### src/tiba_pkg.sv
// Shared types, widths and constants of the temporal IIR band-pass amplifier.
package tiba_pkg;

  localparam int unsigned MAX_PIXELS_DEF  = 65536;
  localparam int unsigned SAMPLE_BITS_DEF = 12;

  localparam int unsigned INDEX_W    = 16;
  localparam int unsigned SAMPLE_W   = 12;
  localparam int unsigned BAND_W     = 16;
  localparam int unsigned COEFF_W    = 16;
  localparam int unsigned FRAC_BITS  = 8;
  localparam int unsigned CHANNELS   = 3;
  localparam int unsigned CFG_IDX_W  = 2;
  localparam int unsigned FIFO_DEPTH = 8;

  localparam logic [COEFF_W-1:0] HIGH_CUTOFF_RST = 16'd26214;
  localparam logic [COEFF_W-1:0] LOW_CUTOFF_RST  = 16'd3277;
  localparam logic [COEFF_W-1:0] GAIN_RST        = 16'd2560;

  typedef enum logic [CFG_IDX_W-1:0] {
    REG_HIGH_CUTOFF = 2'd0,
    REG_LOW_CUTOFF  = 2'd1,
    REG_GAIN        = 2'd2
  } cfg_reg_e;

  typedef struct packed {
    logic [COEFF_W-1:0] high_cutoff;
    logic [COEFF_W-1:0] low_cutoff;
    logic [COEFF_W-1:0] gain;
  } coeff_t;

  typedef struct packed {
    logic signed [BAND_W-1:0] red;
    logic signed [BAND_W-1:0] green;
    logic signed [BAND_W-1:0] blue;
  } band_t;

endpackage

### src/tiba_idx.sv
// Two-stage reduction of the raster index to a frame store address.
module tiba_idx #(
  parameter int unsigned MAX_PIXELS = tiba_pkg::MAX_PIXELS_DEF,
  localparam int unsigned AW = (MAX_PIXELS > 1) ? $clog2(MAX_PIXELS) : 1
) (
  input  logic                         clk_i,
  input  logic [tiba_pkg::INDEX_W-1:0] pixel_index_i,
  output logic [AW-1:0]                addr_o
);

  localparam int unsigned IW = tiba_pkg::INDEX_W;
  localparam bit Direct = (MAX_PIXELS >= (1 << IW)) ||
                          ((MAX_PIXELS & (MAX_PIXELS - 1)) == 0);

  if (Direct) begin : g_direct
    // Power-of-two stores wrap by masking; ones of 2^IW or more need no wrap.
    localparam logic [AW-1:0] Mask = (MAX_PIXELS >= (1 << IW)) ? '1 : AW'(MAX_PIXELS - 1);
    logic [AW-1:0] stage_a_q;
    logic [AW-1:0] stage_b_q;

    always_ff @(posedge clk_i) begin
      stage_a_q <= AW'(pixel_index_i) & Mask;
      stage_b_q <= stage_a_q;
    end

    assign addr_o = stage_b_q;
  end else begin : g_recip
    // The quotient estimate from the reciprocal is at most one low, so the
    // remainder needs one compare and subtract.
    localparam logic [31:0]    Recip   = 32'((64'd1 << 32) / MAX_PIXELS);
    localparam logic [IW-1:0]  Modulus = IW'(MAX_PIXELS);

    logic [IW+31:0] prod;
    logic [IW-1:0]  val_q;
    logic [IW-1:0]  quot_q;
    logic [IW:0]    rem;
    logic [IW-1:0]  rem_fix;
    logic [AW-1:0]  addr_q;

    assign prod = {32'd0, pixel_index_i} * {{IW{1'b0}}, Recip};

    always_ff @(posedge clk_i) begin
      val_q  <= pixel_index_i;
      quot_q <= prod[IW+31:32];
    end

    assign rem     = {1'b0, val_q} - (IW+1)'(quot_q * Modulus);
    assign rem_fix = (rem >= {1'b0, Modulus}) ? IW'(rem - {1'b0, Modulus}) : IW'(rem);

    always_ff @(posedge clk_i) begin
      addr_q <= AW'(rem_fix);
    end

    assign addr_o = addr_q;
  end

endmodule

### config.mk
export PLATFORM = sky130hd
export DESIGN_NAME = tiba_idx
export DESIGN_NICKNAME = d
export VERILOG_FILES = /design/src/tiba_pkg.sv /design/src/tiba_idx.sv
export SDC_FILE = /design/constraint.sdc
export NUM_CORES = 1
export LEC_CHECK = 0
export BUFFER_PORTS_ARGS = -buffer_cell sky130_fd_sc_hd__buf_2
export CAP_MARGIN = 20
export CELL_PAD_IN_SITES_DETAIL_PLACEMENT = 1
export CELL_PAD_IN_SITES_GLOBAL_PLACEMENT = 1
export CORE_AREA = 2 2 51 53
export CTS_CLUSTER_DIAMETER = 30
export CTS_CLUSTER_SIZE = 28
export DETAILED_ROUTE_END_ITERATION = 16
export DIE_AREA = 0 0 53 55
export MAX_ROUTING_LAYER = met4
export PLACE_DENSITY = 0.66
export SYNTH_ARGS = -nofsm -noshare
export SYNTH_HDL_FRONTEND = slang
export SYNTH_SLANG_ARGS = --single-unit
export TNS_END_PERCENT = 30
### constraint.sdc
create_clock -name clk_i -period 0.8 [get_ports clk_i]
set_input_delay 0.08 -clock clk_i [delete_from_list [all_inputs] [get_ports clk_i]]
set_output_delay 0.08 -clock clk_i [all_outputs]
set_load 0.02 [all_outputs]
==> results.json <==
{
  "cp.depth": 1,
  "synth.area.top_cells": "dfxtp_1 (100%)",
  "wl_per_cell_um": 9.568,
  "start_util": 0.2709,
  "clk_path_buf_depth": 2,
  "syn_inst": 32,
  "die-area_um2": 2915,
  "rsz0062_at_grt": "yes",
  "post-route-util": 0.4979,
  "cp.required_ps": 720,
  "tightest_slew_ps": 85.42,
  "synthTopCellsByCount": "dfxtp_1 (32)",
  "crit_slowest_cell": "dfxtp_2",
  "dp_hpwl_um": 623.3,
  "dp.cells": 94,
  "hold_depth": 0,
  "critPathKind": "flop to output pin",
  "antenna_found_initial": 0,
  "antenna_cells": 0,
  "cts_tree": "done",
  "vdd_drop_max_uv": 1514,
  "fin_skew_ps": 2.176,
  "place_congestion": 0.5799,
  "initialDrtViolationCount": 2,
  "netlist_area_um2": 640.6,
  "fp.dieH_um": 55,
  "timing.final.crit_share": 1.052,
  "async_flop_share": 0,
  "grt_pass1_wl_mm": 1.773,
  "area_growth_pct": 83.79,
  "slew_viol_final": 0,
  "violations": "negative setup slack",
  "drive_gt1_frac": 0.6136,
  "multi_input_gates": 0,
  "gr-total-overflow": 0,
  "ys_warn_count": 0,
  "period_needed_ps": 841.4,
  "synth_top_area_cell": "dfxtp_1",
  "cts_buffers": 5,
  "first_pass_iters": 2,
  "synth_nets": 49,
  "postCtsSetupBuffers": 0,
  "avgViaCountPerCell": 3.636,
  "synth_cell_types": 1,
  "cp_max_fo": 1,
  "startpoint_type": "flop",
  "setup_viol": 16,
  "grt_pass1_vias": 445,
  "fmax_mhz": 1189,
  "holdWs_ps": 329.8,
  "drv_cap": 0,
  "final_nets": 104,
  "place.port_buffers": 32,
  "hp-class": "flop to flop",
  "totalWireLength_mm": 1.129,
  "grt_max_degree": 10,
  "yosysMostFrequentCell": "dfxtp_1",
  "path_clk_slew_ps": 80,
  "cp_cell_sequence": "buf_6",
  "final_cells": 118,
  "root_buffer": "clkbuf_4",
  "power.density_nw_per_um2": 2426,
  "rows": 18,
  "place_ws_ps": 273.3,
  "hold_violations": 0,
  "crit_buf_inv": 1,
  "slew_headroom": 0.9431,
  "critPathMaxStageDelay_ps": 330,
  "ff_latch_area_um2": 660.6,
  "yosys_register_bits": 32,
  "p_leak_nw": 0.5293,
  "r2r_cells": 0,
  "core_area_um2": 2365,
  "remaining_drc_errors": 0,
  "synth_top_area_share": 1.000,
  "die_w_um": 53,
  "worstPathArrival_ps": 760,
  "clkLatencyLatePin_ps": 310,
  "finalWorstSetupSlack_ps": -41.38,
  "antenna_left": 0,
  "ys_seq_area_frac": 1.000,
  "nFillCells": 243,
  "status": "complete, but fails checks",
  "vias": 429,
  "gr-usage-all-layers": 0.09917,
  "htreeDepth": 2,
  "multiInputGateArea_um2": 0,
  "synth_edf_count": 0,
  "io_pins": 33,
  "power_mw": 2.857,
  "synth.avg_cell_area_um2": 20.02,
  "crit_family": "flip-flops",
  "cts_num_sinks": 32,
  "synth_ff_type": "dfxtp_1",
  "reg2reg_slack_ps": 390,
  "end_kind": "output pin"
}
==> power by group <==
part | switching, mW | internal (mW) | total, mW
registers | 0.0272 | 1.69 | 1.71
clock network | 0.469 | 0.433 | 0.902
logic | 0.0873 | 0.155 | 0.242
==> sequential cells by signal, indices dropped and copies added (netlist names) <==
signal / flops
g_direct.stage_a_q: 16
addr_o: 16
==> kinds of logic (layout without fill, tap and decap cells) <==
family   Yosys count  after routing  share of synthesized area
buf+inv            0             56                          0
flops             32             32                      1.000
==> cells in the final DEF (no fill, tap or decap) <==
master | Yosys | routed
clkbuf_8 | 0 | 1
dfxtp_2 | 0 | 16
dlygate4sd3_1 | 0 | 16
clkbuf_4 | 0 | 5
buf_6 | 0 | 16
clkbuf_1 | 0 | 2
buf_2 | 0 | 16
dfxtp_1 | 32 | 16
==> final timing paths <==
path                                            start          to
worst max-delay path                       addr_o[11]  addr_o[11]
worst min-delay path            g_direct.stage_a_q[9]   addr_o[9]
worst max register to register  g_direct.stage_a_q[1]   addr_o[1]
worst min register to register  g_direct.stage_a_q[9]   addr_o[9]
==> layout make-up <==
cell class,count,area share
Clock buffer,8,0.04995
Tap cell,30,0.03188
Timing Repair Buffer,48,0.3571
Sequential cell,32,0.5611
==> stage by stage <==
stage                     setup TNS [ps]  cell area, um^2
after floorplan                        0            640.6
after global placement                 0            838.3
after detailed placement               0            838.3
after CTS                         -976.9             1177
after global routing               -1253             1177
final                             -590.7             1177
==> per-layer routing <==
layer  track usage  routed length (um)
met4        0.1026                  38
met5             -                   0
met2        0.1521                 622
met3       0.05645                 107
met1       0.08194                 361
==> repair_timing <==
item | CTS | global route
setup endpoints to repair | 16 | 16
resized for setup | 48 | 0
cloned | 0 | 0
hold endpoints to repair | 16 | 0
hold buffers | 16 | 0
No activity file was read; power rests on OpenSTA's default activity.
