### config.mk
export PLATFORM = sky130hd
export DESIGN_NAME = tiba_fifo
export DESIGN_NICKNAME = d
export VERILOG_FILES = /design/src/tiba_pkg.sv /design/src/tiba_fifo.sv
export SDC_FILE = /design/constraint.sdc
export NUM_CORES = 1
export LEC_CHECK = 0
export ABC_AREA = 1
export BUFFER_PORTS_ARGS = -buffer_cell sky130_fd_sc_hd__buf_2
export CORE_UTILIZATION = 53
export DETAILED_ROUTE_END_ITERATION = 16
export PLACE_DENSITY = 0.71
export SYNTH_ARGS = -nofsm -noshare
export SYNTH_HDL_FRONTEND = slang
export SYNTH_SLANG_ARGS = --single-unit
### constraint.sdc
create_clock -name clk_i -period 3.5 [get_ports clk_i]
set_clock_uncertainty 0.1 [all_clocks]
set_input_delay 0 -clock clk_i [delete_from_list [all_inputs] [get_ports clk_i]]
set_output_delay 0 -clock clk_i [all_outputs]
set_load 0.05 [all_outputs]
### src/tiba_pkg.sv
// Shared types, widths and constants of the temporal IIR band-pass amplifier.
package tiba_pkg;

  localparam int unsigned MAX_PIXELS_DEF  = 65536;
  localparam int unsigned SAMPLE_BITS_DEF = 12;

  localparam int unsigned INDEX_W    = 16;
  localparam int unsigned SAMPLE_W   = 12;
  localparam int unsigned BAND_W     = 16;
  localparam int unsigned COEFF_W    = 16;
  localparam int unsigned FRAC_BITS  = 8;
  localparam int unsigned CHANNELS   = 3;
  localparam int unsigned CFG_IDX_W  = 2;
  localparam int unsigned FIFO_DEPTH = 8;

  localparam logic [COEFF_W-1:0] HIGH_CUTOFF_RST = 16'd26214;
  localparam logic [COEFF_W-1:0] LOW_CUTOFF_RST  = 16'd3277;
  localparam logic [COEFF_W-1:0] GAIN_RST        = 16'd2560;

  typedef enum logic [CFG_IDX_W-1:0] {
    REG_HIGH_CUTOFF = 2'd0,
    REG_LOW_CUTOFF  = 2'd1,
    REG_GAIN        = 2'd2
  } cfg_reg_e;

  typedef struct packed {
    logic [COEFF_W-1:0] high_cutoff;
    logic [COEFF_W-1:0] low_cutoff;
    logic [COEFF_W-1:0] gain;
  } coeff_t;

  typedef struct packed {
    logic signed [BAND_W-1:0] red;
    logic signed [BAND_W-1:0] green;
    logic signed [BAND_W-1:0] blue;
  } band_t;

endpackage

### src/tiba_fifo.sv
// Result queue that holds the merged lane results until the output takes them.
module tiba_fifo (
  input  logic            clk_i,
  input  logic            rst_ni,
  input  logic            push_i,
  input  tiba_pkg::band_t data_i,
  output logic            out_valid_o,
  input  logic            out_ready_i,
  output tiba_pkg::band_t data_o
);

  localparam int unsigned Depth = tiba_pkg::FIFO_DEPTH;
  localparam int unsigned PtrW  = $clog2(Depth);
  localparam int unsigned CntW  = $clog2(Depth + 1);

  tiba_pkg::band_t mem_q [Depth];
  logic [PtrW-1:0] wr_ptr_q, wr_ptr_d;
  logic [PtrW-1:0] rd_ptr_q, rd_ptr_d;
  logic [CntW-1:0] cnt_q, cnt_d;
  logic            pop;

  assign pop = out_valid_o && out_ready_i;

  always_comb begin
    wr_ptr_d = wr_ptr_q;
    rd_ptr_d = rd_ptr_q;
    if (push_i) begin
      wr_ptr_d = (wr_ptr_q == PtrW'(Depth - 1)) ? '0 : wr_ptr_q + 1'b1;
    end
    if (pop) begin
      rd_ptr_d = (rd_ptr_q == PtrW'(Depth - 1)) ? '0 : rd_ptr_q + 1'b1;
    end
    cnt_d = cnt_q + CntW'(push_i) - CntW'(pop);
  end

  always_ff @(posedge clk_i or negedge rst_ni) begin
    if (!rst_ni) begin
      wr_ptr_q <= '0;
      rd_ptr_q <= '0;
      cnt_q    <= '0;
    end else begin
      wr_ptr_q <= wr_ptr_d;
      rd_ptr_q <= rd_ptr_d;
      cnt_q    <= cnt_d;
    end
  end

  always_ff @(posedge clk_i) begin
    if (push_i) begin
      mem_q[wr_ptr_q] <= data_i;
    end
  end

  assign out_valid_o = (cnt_q != '0);
  assign data_o      = mem_q[rd_ptr_q];

  // The input credit limit must keep a push from landing on a full queue.
  assert property (@(posedge clk_i) disable iff (!rst_ni)
    push_i |-> (cnt_q < CntW'(Depth)))
    else $error("result pushed into a full queue");

endmodule

==> key figures <==
Status
  • Status: finished clean

Pwr
  • PwrDens: 843 nW/µm²
  • Max IR drop VDD: 0.000973 V
  • Pwr Total: 16.8 mW
  • Static leakage: 9.27 nW

Clock tree
  • CTS Buf Count: 40
  • Setup bufs post-CTS: 0
  • CTS HTree Levels: 2
  • TritonCTS Sinks: 394
  • Clock latency on the worst-skew pair: 0.52 ns
  • CTS tree: done
  • Worst-path clk slew: 0.06 ns
  • Clock buffer depth: 3
  • CTS root buf: clkbuf_16

Floorplanning
  • DIE HEIGHT: 183 µm
  • Die X: 183 µm
  • Starting Density: 54.5%
  • Core area: 31900 µm²
  • Die footprint: 33500 µm²
  • Row count: 65
  • Num ports: 101

STA
  • Final period util: 84.4%
  • Sum Neg Setup Slack: 0 ns
  • Max-slew violation count: 0
  • Worst slew margin: 39.7%
  • Final hold vios: 0
  • RSZ-0062 raised after global routing: false
  • Post-layout minimum cycle time: 2.95 ns
  • # setup viols final: 0
  • Max Clock Freq: 338 MHz
  • Worst Tran Pin Value: 0.904 ns

Cells and area
  • Nets: 1931
  • Post-route non-filler standard cell count: 2335
  • Area grow syn2layout: 14.9%
  • Share of cells above drive strength 1: 9.79%
  • Fillcell total: 2521

Global route
  • Met3 Usage GRT: 3.61%
  • Grt peak-use layer: met2
  • Met2 usage: 37.2%
  • Total track usage: 22.1%
  • First-pass GRT wire length: 57.4 mm
  • Total congestion overflow: 0
  • Number of global-route vias before repair: 11400
  • Initial antenna violation count: 2
  • Grt met1 use: 28.8%
  • Largest net degree at the start of global routing: 195

Critical path
  • Crit path buffers/inverters: 3
  • CP max stage cell: buf_4
  • CP dominant cell by count: nand2_1
  • Req. time, crit path: 3.40 ns
  • Maximum fanout along the worst path: 54
  • Largest delay share family, worst path: buffers and inverters
  • CP cell instances: buf_4 > buf_4 > nand3_1 > nand2_1 > nand2_1 > nand2_1 > buf_2
  • Critical Path AT: 2.85 ns
  • Startpoint class of the critical path: flip-flop
  • CP peak stage delay: 0.66 ns
  • Crit. End Element: output port
  • Critical path type: reg -> out

Placed design
  • GP Congestion: 0.766
  • Cells after DPL: 2210
  • Hpwl dp: 17.5 mm
  • PortBufs: 100

Detailed routing
  • Drt first pass iters: 5
  • DR DRC count: 0
  • Vias per cell: 4.83
  • DR WL/cell: 15.2 µm
  • Detailed-route via count: 11300
  • Post-detailed-route count of antenna-violating nets: 0
  • Final wirelength: 35.5 mm
  • DRC violation total after the first TritonRoute iteration: 1029

Logic synthesis
  • Syn nets: 1791
  • Post-Syn Instances: 1729
  • Largest cells by area after synthesis: edfxtp_1, nand2_1, inv_1
  • Warnings from Yosys: 0
  • Yosys reg bits: 394
  • Unique masters post-synth: 19
  • Synthesized area: 17400 µm²
  • Synth top area share: 66.3%
  • Synthesized area per cell: 10.1 µm²
  • Post-synth top area cell: edfxtp_1
  • Sequential element share of the synthesized area: 67.8%

Hold path
  • Worst hold path type: in -> reg

Run
  • Max cap viols: 0
## worst paths after layout
path                            depth (start not counted)                    start                       to  slack [ns]
worst min register to register                          2  wr_ptr_q[0]$_DFFE_PN0P_  wr_ptr_q[0]$_DFFE_PN0P_        0.51
min in group asynchronous                               3                   rst_ni       cnt_q[2]$_DFF_PN0_        0.39
worst max-delay path                                    7  rd_ptr_q[1]$_DFFE_PN0P_                data_o[2]        0.55
worst max register to register                         10       cnt_q[2]$_DFF_PN0_       cnt_q[2]$_DFF_PN0_        1.25
max in group asynchronous                               3                   rst_ni  rd_ptr_q[0]$_DFFE_PN0P_        2.53
worst min-delay path                                    2               data_i[17]   mem_q[3][17]$_DFFE_PP_        0.18
## flip-flops by register name, summed over array words and instances, names as in the netlist
name	count
cnt_q	4
rd_ptr_q	3
wr_ptr_q	3
mem_q	384
## cells in the mapped netlist (all sizes together)
| master | n |
|---|---|
| dfrtp | 10 |
| nor2 | 8 |
| nand3 | 196 |
| buf | 61 |
| o21ai | 6 |
| ha | 9 |
| inv | 400 |
| fa | 1 |
| clkbuf | 13 |
| a21oi | 1 |
| nand2 | 638 |
| xor2 | 2 |
| edfxtp | 384 |
## cell type report
cell class                      instances  area, µm²  area share, %
Clock buffer                           51       1070           5.37
Clock inverter                         21        173          0.864
Tap cell                              435        544           2.72
Inverter                              400       1510           7.55
Timing Repair Buffer                  172       1230           6.18
Sequential cell                       394      11800           59.0
Antenna cell                            1       2.50         0.0125
Multi-Input combinational cell        861       3650           18.3
## kinds of logic after synthesis
group | after synthesis | synth area share [%]
and+or+nand+nor | 842 | 19.6
buffers and inverters | 474 | 11.6
DFF | 394 | 67.8
adders and majority gates | 10 | 0.763
AOI/OAI and AO/OA | 7 | 0.201
xor gates and xnor gates | 2 | 0.101
## report_power, final
group,switching (mW),internal (mW)
sequential,0.132,5.79
clock,1.65,2.38
combinational,5.24,1.66
total,7.01,9.83
## layout by cell type, fill, tap and decap left out, drive strengths merged
master       count
a21oi            1
buf            120
bufinv           3
dfrtp           10
fa               1
dlygate4sd3     52
o21ai            6
xor2             2
nand2          638
clkinvlp         1
diode            1
ha               9
inv            400
edfxtp         384
nor2             8
nand3          196
clkbuf          51
clkinv          17
## metal layers
metal | part of all wire, % | up-vias
met2 | 48 | 350
met3 | 6.3 | 90
li1 | - | 5650
met1 | 42 | 5178
met5 | 0.023 | -
met4 | 3.2 | 2
## timing repair
item                      4_1_cts  5_1_grt
hold endpoints to repair      402        0
resized for setup               0        0
hold buffers                   52        0
## stage by stage
stage | util [%] | instance area (µm²) | worst slack [ns] | hold WS (ns)
CTS | 62.7 | 20000 | 0.511 | 0.165
floorplan | - | 17400 | 0.364 | -0.396
detailed placement | 57.1 | 18200 | 1.09 | -0.220
global route | 62.7 | 20000 | 0.374 | 0.184
finish | 62.7 | 20000 | 0.545 | 0.182
global placement | 57.1 | 18200 | 1.09 | -0.225
Power figures use the tool's default switching activity.
