File: src/tiba_pkg.sv
// Shared types, widths and constants of the temporal IIR band-pass amplifier.
package tiba_pkg;

  localparam int unsigned MAX_PIXELS_DEF  = 65536;
  localparam int unsigned SAMPLE_BITS_DEF = 12;

  localparam int unsigned INDEX_W    = 16;
  localparam int unsigned SAMPLE_W   = 12;
  localparam int unsigned BAND_W     = 16;
  localparam int unsigned COEFF_W    = 16;
  localparam int unsigned FRAC_BITS  = 8;
  localparam int unsigned CHANNELS   = 3;
  localparam int unsigned CFG_IDX_W  = 2;
  localparam int unsigned FIFO_DEPTH = 8;

  localparam logic [COEFF_W-1:0] HIGH_CUTOFF_RST = 16'd26214;
  localparam logic [COEFF_W-1:0] LOW_CUTOFF_RST  = 16'd3277;
  localparam logic [COEFF_W-1:0] GAIN_RST        = 16'd2560;

  typedef enum logic [CFG_IDX_W-1:0] {
    REG_HIGH_CUTOFF = 2'd0,
    REG_LOW_CUTOFF  = 2'd1,
    REG_GAIN        = 2'd2
  } cfg_reg_e;

  typedef struct packed {
    logic [COEFF_W-1:0] high_cutoff;
    logic [COEFF_W-1:0] low_cutoff;
    logic [COEFF_W-1:0] gain;
  } coeff_t;

  typedef struct packed {
    logic signed [BAND_W-1:0] red;
    logic signed [BAND_W-1:0] green;
    logic signed [BAND_W-1:0] blue;
  } band_t;

endpackage

File: src/tiba_lane.sv
// One color lane: fast and slow low-pass update, then amplified difference.
module tiba_lane #(
  parameter int unsigned SAMPLE_BITS = tiba_pkg::SAMPLE_BITS_DEF,
  localparam int unsigned SW = SAMPLE_BITS + tiba_pkg::FRAC_BITS
) (
  input  logic                               clk_i,
  input  logic [SAMPLE_BITS-1:0]             sample_i,
  input  logic [SW-1:0]                      fast_i,
  input  logic [SW-1:0]                      slow_i,
  input  tiba_pkg::coeff_t                   coeff_i,
  output logic [SW-1:0]                      fast_o,
  output logic [SW-1:0]                      slow_o,
  output logic signed [tiba_pkg::BAND_W-1:0] band_o
);

  localparam int unsigned CW = tiba_pkg::COEFF_W;
  localparam int unsigned BW = tiba_pkg::BAND_W;
  localparam int unsigned PW = SW + CW + 2;

  localparam logic signed [PW-1:0] Half   = PW'(1 << (CW - 1));
  localparam logic signed [PW-1:0] SatMax = PW'((1 << (BW - 1)) - 1);
  localparam logic signed [PW-1:0] SatMin = -PW'(1 << (BW - 1));

  // s' = s + round(w * (x - s) / 2^16), the same as the convex blend.
  function automatic logic [SW-1:0] blend(logic [SW-1:0] s, logic [SW-1:0] x,
                                          logic [CW-1:0] w);
    logic signed [SW:0]   diff;
    logic signed [PW-1:0] prod;
    logic signed [PW-1:0] step;
    diff = $signed({1'b0, x}) - $signed({1'b0, s});
    prod = diff * $signed({1'b0, w});
    step = (prod + Half) >>> CW;
    return s + step[SW-1:0];
  endfunction

  logic [SW-1:0]        x;
  logic [SW-1:0]        fast_q;
  logic [SW-1:0]        slow_q;
  logic signed [SW:0]   diff;
  logic signed [PW-1:0] prod_d;
  logic signed [PW-1:0] prod_q;
  logic signed [PW-1:0] amp;

  assign x = {sample_i, {tiba_pkg::FRAC_BITS{1'b0}}};

  always_ff @(posedge clk_i) begin
    fast_q <= blend(fast_i, x, coeff_i.high_cutoff);
    slow_q <= blend(slow_i, x, coeff_i.low_cutoff);
  end

  assign fast_o = fast_q;
  assign slow_o = slow_q;

  assign diff   = $signed({1'b0, fast_q}) - $signed({1'b0, slow_q});
  assign prod_d = diff * $signed({1'b0, coeff_i.gain});

  always_ff @(posedge clk_i) begin
    prod_q <= prod_d;
  end

  assign amp = (prod_q + Half) >>> CW;

  always_comb begin
    if (amp > SatMax) begin
      band_o = SatMax[BW-1:0];
    end else if (amp < SatMin) begin
      band_o = SatMin[BW-1:0];
    end else begin
      band_o = amp[BW-1:0];
    end
  end

endmodule

File: config.mk
export PLATFORM = sky130hd
export DESIGN_NAME = tiba_lane
export DESIGN_NICKNAME = d
export VERILOG_FILES = /design/src/tiba_pkg.sv /design/src/tiba_lane.sv
export SDC_FILE = /design/constraint.sdc
export NUM_CORES = 2
export LEC_CHECK = 0
export BUFFER_PORTS_ARGS = -buffer_cell sky130_fd_sc_hd__buf_2
export CAP_MARGIN = 25
export CELL_PAD_IN_SITES_DETAIL_PLACEMENT = 1
export CELL_PAD_IN_SITES_GLOBAL_PLACEMENT = 2
export CORE_UTILIZATION = 30
export CTS_BUF_LIST = sky130_fd_sc_hd__clkbuf_8
export DETAILED_ROUTE_END_ITERATION = 6
export MAX_ROUTING_LAYER = met4
export PLACE_DENSITY_LB_ADDON = 0.1
export SYNTH_ARGS = -nofsm -noshare
export SYNTH_HDL_FRONTEND = slang
export SYNTH_SLANG_ARGS = --single-unit
File: constraint.sdc
create_clock -name clk_i -period 15.8 [get_ports clk_i]
set_input_delay 0.79 -clock clk_i [delete_from_list [all_inputs] [get_ports clk_i]]
set_output_delay 0.79 -clock clk_i [all_outputs]
set_load 0.05 [all_outputs]
==> impl_metrics.py <==
metrics = {
    "setup_path": {
        "worstPathRequired_ns": 16.12,
        "critical_path_class": "input port to flop",
        "depth_of_the_worst_register_to_register_path": 30,
        "crit_path_dat_ns": 10.86,
        "critical_path.top_delay_family": "adder cells",
        "crit_end_category": "flop",
        "crit-reg2reg-launch": "slow_o[0]$_DFF_P_",
        "largest_fanout_of_any_net_on_the_critical_path": 18,
        "worst_path_most_repeated_cell": "fa_1",
        "crit_path_start": "fast_i[0]",
        "path_buf_inv": 7,
        "timing.critical_path.slowest_stage_cell": "nor4_1",
        "startpoint_type": "input port",
        "worst_setup_ep": "fast_o[19]$_DFF_P_",
        "critical_path_depth": 38,
        "reg_to_reg_end": "prod_q[37]$_DFF_P_",
        "crit_path_max_incr_delay_ns": 0.65,
        "rrSetupSlack_ns": 6.23,
    },
    "placement": {
        "place_ws_ns": 4.71,
        "dp_hpwl_um": 110000,
        "routabilityCongestion": 0.794,
        "port-buffer-count": 156,
    },
    "cts": {
        "cts.htree.levels": 3,
        "tritoncts": "yes",
        "cts_buffer_depth": 2,
        "num_clock_sinks": 63,
        "cts_resized": 0,
        "cts.reportedPaths.clkPinSlew_ns": 0.09,
        "holdBufCountCts": 0,
        "clkLatencyLatePin_ns": 0.45,
        "post-cts-setup-buffers": 0,
        "cts_inserted_buffers": 9,
        "cts_root_buf": "clkbuf_8",
    },
    "floorplanning": {
        "floorplan.initialDensity": 0.302,
        "num_io_pins": 157,
        "core_region_area_sq_um": 139000,
        "placementRows": 137,
        "die-height_um": 376,
        "die_area_sq_um": 142000,
        "die_w_um": 376,
    },
    "flow_run": {
        "maxCapViolCount": 0,
    },
    "global_routing": {
        "grt_max_degree": 34,
        "grt_overflow_total": 0,
        "antenna_violations_before_repair": 18,
        "grt_pass1_vias": 34700,
        "grt_first_pass_wirelength_um": 208000,
        "globalRouteTotalUtil": 0.198,
    },
    "sta": {
        "report.final.setup_viol": 0,
        "setup_tns_ns": 0,
        "layout_min_cycle_time_ns": 10.54,
        "timing.final.hold_violations": 0,
        "grt_setup_unrepaired": "false",
        "timing_worst_slew_pin_value_ns": 0.961,
        "timing.final.crit_share": 0.667,
        "post-route-worst-setup-slack_ns": 5.26,
        "post_route_clock_skew_ns": 0.0419,
        "slew_headroom": 0.359,
        "clock.fmax_mhz": 94.9,
        "slew_viols_final": 0,
    },
    "synthesis": {
        "synth-xor-area-share": 0.0390,
        "synthesis.area_per_instance_sq_um": 8.86,
        "yosysSeqAreaShare": 0.0300,
        "synth_simple_gate_area_frac": 0.163,
        "synth_compound_area_frac": 0.0535,
        "yosysWarningCount": 0,
        "area_of_the_mapped_netlist_sq_um": 42100,
        "synth.area.mux_share": 0.00437,
        "synth-main-ff-cell": "dfxtp_1",
        "syn-num-nets": 6219,
        "synth_fa_ha_area_frac": 0.583,
        "synth_top_family_by_area": "adder cells",
        "synth_enable_flop_cells": 0,
        "synth_cell_types": 71,
        "yosys_register_bits": 63,
        "synth-async-reset-ratio": 0,
        "post_synth_inst_count": 4746,
    },
    "routing": {
        "drt_first_pass_iters": 4,
        "detail_route.iter0.violations": 1014,
        "wire_per_inst_um": 19.5,
        "postRouteWirelength_um": 131000,
        "route.detailed.drc": 0,
        "route.detailed.vias_per_inst": 4.52,
        "ant_nets": 0,
        "dr_total_vias": 30300,
    },
    "outcome": {
        "run_status": "finished clean",
    },
    "hold_path": {
        "hold_crit_class": "input port to flop",
    },
    "cells_and_area": {
        "fill_cells": 16400,
        "syn_to_final_growth_pct": 7.92,
        "num-nets-final": 6284,
        "final_layout_size_suffix_gt1_frac": 0.0583,
    },
}
[metal layers]
layer,wire (um),GRT usage,vias up,part of all wire
li1,-,-,14100,-
met1,63900,0.271,15900,0.49
met2,62700,0.331,269,0.48
met3,3390,0.0187,32,0.026
met4,517,0.0119,0,0.0040
met5,0,-,-,0
[cells in the mapped netlist (9+ instances only)]
master    count  share of area
inv_1      1245           0.11
fa_1        980           0.47
nand2_1     561          0.050
and2_1      477          0.071
ha_1        392           0.12
clkbuf_1    155          0.014
xnor2_1     126          0.026
a21oi_1      93          0.011
nor2_1       81         0.0072
o21ai_0      70         0.0083
dfxtp_1      63          0.030
xor2_1       56          0.012
a21o_1       44         0.0079
nor3_1       43         0.0051
nand3_1      37         0.0044
nand2b_1     36         0.0054
nor2b_1      27         0.0040
and3_1       25         0.0037
o21a_1       19         0.0034
a31oi_1      15         0.0022
o21bai_1     15         0.0027
nand3b_1     14         0.0025
a211oi_1     13         0.0023
or3_1        13         0.0019
mux2_2       11         0.0029
buf_2        10         0.0012
nand4_1      10         0.0015
o31ai_1       9         0.0016
[cells in the final DEF, fill, tap and decap left out, types with 6 or more instances in the layout]
| cell type | instances |
|---|---|
| nor2b_1 | 27 |
| nor4_1 | 7 |
| fa_1 | 980 |
| nand3b_1 | 14 |
| o21ai_0 | 69 |
| and3b_1 | 8 |
| o31ai_1 | 9 |
| a21o_1 | 44 |
| nand4_1 | 10 |
| xnor2_1 | 123 |
| mux2_2 | 11 |
| inv_1 | 1245 |
| ha_1 | 392 |
| diode_2 | 11 |
| o21a_1 | 19 |
| nor2_1 | 78 |
| xor2_1 | 50 |
| buf_4 | 61 |
| o21bai_1 | 15 |
| xor2_2 | 6 |
| or3_1 | 13 |
| dfxtp_1 | 63 |
| nor3b_1 | 6 |
| nor3_1 | 42 |
| mux2i_1 | 6 |
| clkbuf_8 | 9 |
| nand2b_1 | 36 |
| buf_2 | 156 |
| nand3_1 | 37 |
| a211oi_1 | 13 |
| a31oi_1 | 15 |
| and3_1 | 25 |
| o211ai_1 | 7 |
| and2_1 | 477 |
| a21oi_1 | 93 |
| nand2_1 | 561 |
[flip-flops by register name, indices dropped and copies added, names as in the netlist]
register	cells
slow_o	20
prod_q	23
fast_o	20
[stage by stage]
step | cells | utilization | area (sq um) | hold WS [ns]
floorplan | 4746 | - | 42100 | 0.920
global placement | 6671 | 0.323 | 45100 | 1.12
detailed placement | 6675 | 0.324 | 45100 | 1.14
finish | 6703 | 0.326 | 45400 | 0.698
global route | 6700 | 0.326 | 45400 | 0.669
CTS | 6691 | 0.325 | 45300 | 0.656
[kinds of logic after synthesis]
logic type	after synthesis
muxes	17
xor gates and xnor gates	184
DFF	63
and+or+nand+nor	1359
AOI/OAI and AO/OA	339
buffers and inverters	1412
adders and majority gates	1372
[area by class of cell]
type | instances | area [sq um] | area share
sequential | 63 | 1260 | 0.0278
multi-input combinational | 3271 | 35500 | 0.783
clock inverter | 7 | 104 | 0.00229
timing repair buffer | 221 | 1300 | 0.0287
clock buffer | 9 | 124 | 0.00273
tap | 1876 | 2350 | 0.0517
inverter | 1245 | 4670 | 0.103
antenna | 11 | 27.5 | 0.000606
[worst min-delay path by stage]
stage                    from                end  slack [ns]  cells past startpoint
detailed placement  fast_i[1]  fast_o[1]$_DFF_P_        1.14                      2
floorplan           fast_i[0]  fast_o[0]$_DFF_P_        0.92                      1
finish              fast_i[1]  fast_o[1]$_DFF_P_        0.70                      2
global route        fast_i[1]  fast_o[1]$_DFF_P_        0.67                      2
CTS                 fast_i[1]  fast_o[1]$_DFF_P_        0.66                      2
global placement    fast_i[1]  fast_o[1]$_DFF_P_        1.12                      2
Power is left out: the tool's default activity adds up to more than one toggle a clock period on the data nets, which glitch-free logic cannot reach.
