**src/tiba_ram.sv**
```systemverilog
// Generic single-write, single-read RAM with registered read data (read-first).
module tiba_ram #(
  parameter int unsigned WIDTH = 8,
  parameter int unsigned DEPTH = 16,
  localparam int unsigned AW = (DEPTH > 1) ? $clog2(DEPTH) : 1
) (
  input  logic             clk_i,
  input  logic             we_i,
  input  logic [AW-1:0]    waddr_i,
  input  logic [WIDTH-1:0] wdata_i,
  input  logic [AW-1:0]    raddr_i,
  output logic [WIDTH-1:0] rdata_o
);

  logic [WIDTH-1:0] mem_q [DEPTH];
  logic [WIDTH-1:0] rdata_q;

  always_ff @(posedge clk_i) begin
    if (we_i) begin
      mem_q[waddr_i] <= wdata_i;
    end
    rdata_q <= mem_q[raddr_i];
  end

  assign rdata_o = rdata_q;

endmodule

```
**config.mk**
```make
export PLATFORM = sky130hd
export DESIGN_NAME = tiba_ram
export DESIGN_NICKNAME = d
export VERILOG_FILES = /design/src/tiba_ram.sv
export SDC_FILE = /design/constraint.sdc
export NUM_CORES = 1
export LEC_CHECK = 0
export ABC_AREA = 1
export BUFFER_PORTS_ARGS = -buffer_cell sky130_fd_sc_hd__buf_2
export CORE_ASPECT_RATIO = 0.9
export CORE_UTILIZATION = 67
export CTS_BUF_LIST = sky130_fd_sc_hd__clkbuf_4 sky130_fd_sc_hd__clkbuf_8
export CTS_CLUSTER_DIAMETER = 120
export DETAILED_ROUTE_END_ITERATION = 7
export PLACE_DENSITY = 0.82
export REMOVE_ABC_BUFFERS = 1
export SYNTH_ARGS = -nofsm -noshare
export SYNTH_HDL_FRONTEND = slang
export SYNTH_SLANG_ARGS = --single-unit
```
**constraint.sdc**
```tcl
create_clock -name clk_i -period 2.15 [get_ports clk_i]
set_clock_uncertainty 0.1 [all_clocks]
set_input_delay 0 -clock clk_i [delete_from_list [all_inputs] [get_ports clk_i]]
set_output_delay 0 -clock clk_i [all_outputs]
set_load 0.01 [all_outputs]
```
==> results.toml, run 1 <==
[outcome]
run_status = "completed"

[floorplanning]
die-area_um2 = 8980
die_y_um = 90.0
start_util_pct = 70.5
core_area_um2 = 8180
die_x_um = 99.8
ios = 26
rows = 31

[clock_network]
cts_buffer_depth = 2
cts_hold_buf = 11
clockRootBuffer = "clkbuf_8"
clk_pin_slew_ns = 0.08
insertion_delay_ns = 0.44
cts_sinks = 136
post_cts_buffers = 0
cts_buffers = 17
cts.repair.resized = 0
cts_tree = "done"
htree_num_levels = 4

[setup_path]
crit_type = "in2reg"
cp.required_ns = 2.38
endpoint_kind = "flop"
r2r_slack_ns = 0.45
cp_max_fo = 17
worstSetupStartpointType = "input port"
cp.arrival_ns = 2.18

[finish]
drive_above_1_share_pct = 10.4
syn_to_final_growth_pct = 13.1
multiInputGateArea_um2 = 1210
num-nets-final = 603
final_common_cell = "nand2_1"
mostFrequentLayoutCells = "nand2_1, edfxtp_1, inv_1"
antenna_cells = 0
post-route-util_pct = 79.7
area.sequential_um2 = 4000
fillers = 489

[timing]
worst_pin_slew_ns = 0.815
setup-violations-final = 0
post-route-min-period_ns = 1.95
rsz0062_at_grt = "no"
post-route-period-util_pct = 90.6
setup_tns_ns = 0
hold_violations = 0
relSlewSlack_pct = 45.5
slew_violations = 0
fmax_mhz = 513

[global_route]
grt_max_degree = 65
antenna_found_initial = 0
grt_usage_pct = 32.3
first_global_vias = 3825
grt_first_pass_wirelength_um = 20700
overflow = 0

[pwr]
intPower_mw = 4.75
p_seq_share_pct = 49.4
clockPowerShare_pct = 44.3
vdd_drop_max_uv = 866
p_per_area_nw_per_um2 = 925
leakagePower_nw = 2.83
netSwitchingFraction_pct = 21.4
comb_power_share_pct = 6.3
p_total_mw = 6.04
p_sw_mw = 1.29

[placed_design]
dp_hpwl_um = 7800
place.gp.congestion = 0.899
port_buffers = 25

[drt]
vias_per_cell = 5.51
postRouteWirelength_um = 13300
wl_per_cell_um = 18.6
drt-initial-drc-count = 583
drcViolationCount = 0
drt_pass1_iterations = 6
ant_nets = 0
vias = 3930

[synth]
yosysUniqueCellTypes = 12
yosysWarnings = 0
syn_avg_cell_area_um2 = 10.5
synthesis.area_um2 = 5770
synth_mux_area_share_pct = 0
synthCells = 551
ys_seq_area_share_pct = 69.4
synthSimpleGateAreaFrac_pct = 21.0
ys_ff_latch = 136
synth_compound_area_share_pct = 0
synthAdderAreaFrac_pct = 0
synth_xor_area_share_pct = 0
synth_top_family_by_area = "simple AND/OR/NAND/NOR gates"

[hold_path]
min_path_type = "in2reg"

[flow_run]
cap_violations = 0
## registers in the layout, indices dropped and copies added (netlist names)
name	cells
mem_q	128
rdata_o	8
## power groups by stage
| stage | Sequential [mW] | Combinational, mW | Clock (mW) |
|---|---|---|---|
| 5_1_grt | 2.99 | 0.410 | 2.79 |
| 3_5_place_dp | 3.04 | 0.348 | 0 |
| 3_3_place_gp | 3.04 | 0.341 | 0 |
| 2_1_floorplan | 3.04 | 0.160 | 0 |
| 4_1_cts | 2.98 | 0.370 | 2.66 |
| 6_report | 2.98 | 0.378 | 2.68 |
## path summary, 6_finish.rpt
| check | startpoint | end | cells past startpoint |
|---|---|---|---|
| worst max-delay path | raddr_i[2] | rdata_o[4]$_DFF_P_ | 7 |
| worst min-delay path | waddr_i[2] | mem_q[13][7]$_DFFE_PP_ | 3 |
| worst max register to register | mem_q[8][4]$_DFFE_PP_ | rdata_o[4]$_DFF_P_ | 7 |
| worst min register to register | mem_q[2][1]$_DFFE_PP_ | rdata_o[1]$_DFF_P_ | 6 |
## cell families (layout without fill, tap and decap cells)
logic type             after synthesis  count (layout)
flip-flops                         136             136
AND/OR/NAND/NOR                    289             289
buffers and inverters              126             173
## through the flow
stage,setup WS [ns],cells,hold slack (ns),area [µm²]
2_1_floorplan,1.07,527,-0.00113,5600
3_3_place_gp,0.648,670,0.252,5900
3_5_place_dp,0.640,670,0.254,5900
4_1_cts,0.354,713,0.0802,6530
5_1_grt,0.205,713,0.128,6530
6_report,0.201,713,0.0956,6530
## cell type report
class,instances,share of cell area [%]
timing repair buffer,39,4.14
clock buffer,20,4.03
multi-input combinational,289,18.6
sequential,136,61.4
clock inverter,12,3.80
tap,115,2.21
inverter,102,5.87
## Yosys cell counts
master,count,area share (%)
nand2_1,173,11
buf_6,6,1.2
edfxtp_1,128,67
dfxtp_1,8,2.8
nand3b_1,2,0.26
nor2_1,17,1.1
inv_1,100,6.5
inv_2,2,0.13
nand3_1,97,8.4
buf_2,13,1.1
buf_4,4,0.52
buf_1,1,0.065
## critical path, stage by stage
cell           delay [ns]
dlygate4sd3_1        0.54
buf_2                0.25
inv_1                0.45
nand3_1              0.18
nand3_1              0.12
dlygate4sd3_1        0.57
nand2_1              0.05
## layer usage
| metal | GRT usage (%) | part of all wire (%) |
|---|---|---|
| met1 | 46.5 | 40 |
| met2 | 47.2 | 46 |
| met3 | 10.2 | 11 |
| met4 | 11.0 | 2.5 |
| met5 | 0 | 0 |
Power figures use the tool's default switching activity.
==> run 2: changes to the inputs <==
--- a/config.mk
+++ b/config.mk
@@ -5,12 +5,10 @@
 export SDC_FILE = /design/constraint.sdc
 export NUM_CORES = 1
 export LEC_CHECK = 0
-export ABC_AREA = 1
 export BUFFER_PORTS_ARGS = -buffer_cell sky130_fd_sc_hd__buf_2
 export CORE_ASPECT_RATIO = 0.9
 export CORE_UTILIZATION = 67
 export CTS_BUF_LIST = sky130_fd_sc_hd__clkbuf_4 sky130_fd_sc_hd__clkbuf_8
-export CTS_CLUSTER_DIAMETER = 120
 export DETAILED_ROUTE_END_ITERATION = 7
 export PLACE_DENSITY = 0.82
 export REMOVE_ABC_BUFFERS = 1
==> run 2 against run 1 <==
Net effect: combinational power decreased by 23%; non-clock buffer count increased by 13; first-iteration DRC count decreased by 51%; clock power decreased by 23%; sequential share of layout area increased by 5.9 points; wire length decreased by 27%; sequential cell count unchanged; synthesized area decreased by 11%; via count decreased by 36%; worst hold slack got worse by 0.012 ns; final area decreased by 8.8%; largest power group unchanged.
==> results.toml, run 2 <==
[outcome]
run_status = "completed"

[finish]
num-nets-final = 308
final_common_cell = "edfxtp_1"
layout.cells.non_filler = 396
mostFrequentLayoutCells = "edfxtp_1, buf_2, mux4_2"
largest_reg_flops = 128
fillers = 354
antenna_cells = 0
largest_register = "mem_q"
fin_area_um2 = 5950
drive_above_1_share_pct = 30.0
syn_to_final_growth_pct = 15.6

[synth]
syn_avg_cell_area_um2 = 22.5
yosysUniqueCellTypes = 19
synthArstFlopShare_pct = 0
yosysTopAreaCell = "edfxtp_1"
yosysMostFrequentCell = "edfxtp_1"
ys_ff_latch = 136
synthCells = 229
ys_seq_area_share_pct = 77.8
synth_edf_count = 128
synth-main-ff-cell = "edfxtp_1"
yosysTopAreaCellShare_pct = 74.7
yosysWarnings = 0
yosys-top-cells-area = "edfxtp_1, mux4_2, mux4_1"
synthTopCellsByCount = "edfxtp_1, mux4_2, a22oi_1, mux4_1, nor2_1"
synthesis.area_um2 = 5150

[setup_path]
crit_type = "in2reg"
endpoint_kind = "flop"
worstSetupStartpointType = "input port"
cp.required_ns = 2.21
cp.arrival_ns = 1.67
cp_max_fo = 7

[timing]
fmax_mhz = 621
hold_violations = 0
post-route-min-period_ns = 1.61
setup_tns_ns = 0
setup-violations-final = 0
post-route-period-util_pct = 74.9
timing.hold.ws_ns = 0.0834
relSlewSlack_pct = 50.9
slew_violations = 0
worst_pin_slew_ns = 0.733
rsz0062_at_grt = "no"

[floorplanning]
die_x_um = 94.4
die_y_um = 85.2
start_util_pct = 70.9
die-area_um2 = 8040
core_area_um2 = 7260
rows = 29
ios = 26

[drt]
drt_pass1_iterations = 5
vias_per_cell = 6.36
wl_per_cell_um = 24.5
drt-initial-drc-count = 285
vias = 2519
ant_nets = 0
postRouteWirelength_um = 9700
drcViolationCount = 0

[flow_run]
cap_violations = 0

[pwr]
leakagePower_nw = 2.04
p_per_area_nw_per_um2 = 897
vdd_drop_max_uv = 834

[global_route]
grt_first_pass_wirelength_um = 14600
overflow = 0
grt_usage_pct = 27.4
first_global_vias = 2621
grt_max_degree = 33
antenna_found_initial = 0

[hold_path]
min_path_type = "in2reg"

[placed_design]
port_buffers = 25
place_area_um2 = 5450
dp_hpwl_um = 5580
numPlacedInstances = 353
place.gp.congestion = 0.710

[clock_network]
cts_buffer_depth = 2
cts_tree = "done"
clockRootBuffer = "clkbuf_8"
insertion_delay_ns = 0.44
cts.repair.resized = 0
post_cts_buffers = 0
cts_hold_buf = 11
htree_num_levels = 4
cts_buffers = 17
clk_pin_slew_ns = 0.08
cts_sinks = 136
run 2: cell count changes after synthesis, moves of 14 or more:
cell     before  now
nand2_1     173    9
inv_1       100    0
nand3_1      97    1
mux4_2        0   18
a22oi_1       0   16
mux4_1        0   14
run 2: metrics by stage:
stage	setup WS (ns)	power, mW	util [%]
finish	0.539	5.34	82.0
global route	0.488	5.49	82.0
CTS	0.588	5.36	82.0
detailed placement	0.563	3.31	75.1
global placement	0.587	3.29	75.1
floorplan	0.557	3.16	-
run 2: worst paths after layout:
kind / start / to / slack (ns) / cells after the start
hold reg to reg: mem_q[14][1]$_DFFE_PP_ / rdata_o[1]$_DFF_P_ / 0.58 / 3
hold / removal: raddr_i[2] / rdata_o[1]$_DFF_P_ / 0.08 / 4
setup reg to reg: mem_q[1][1]$_DFFE_PP_ / rdata_o[1]$_DFF_P_ / 0.58 / 3
setup / recovery: waddr_i[1] / mem_q[4][0]$_DFFE_PP_ / 0.54 / 5
run 2: cell type report:
class,count,area [µm²],share of cell area (%)
clock inverter,15,159,2.67
clock buffer,17,234,3.93
sequential,136,4000,67.3
tap,93,116,1.96
multi-input combinational,83,1060,17.8
timing repair buffer,52,380,6.39
run 2: per-layer routing:
layer  GRT usage [%]  wire (µm)
met2            42.3       4820
met3            7.26        929
met5               0          0
met1            37.9       3780
met4            11.6        182
run 2: kinds of logic (layout without fill, tap and decap cells):
family	count (synthesis)	count (layout)	synth area share (%)
buffers and inverters	10	84	1.68
and+or+nand+nor	35	35	3.18
muxes	32	32	15.0
AOI/OAI and AO/OA	16	16	2.33
DFF	136	136	77.8
run 2: power by group:
part,internal (mW),switching (mW)
Combinational,0.130,0.162
Clock,1.13,0.939
Sequential,2.96,0.0167
Total,4.22,1.12
run 2: critical path, cell delays in order:
cell and delay, ns:
dlygate4sd3_1 0.53, buf_2 0.17, nor3_1 0.24, dlygate4sd3_1 0.59
buf_4 0.14
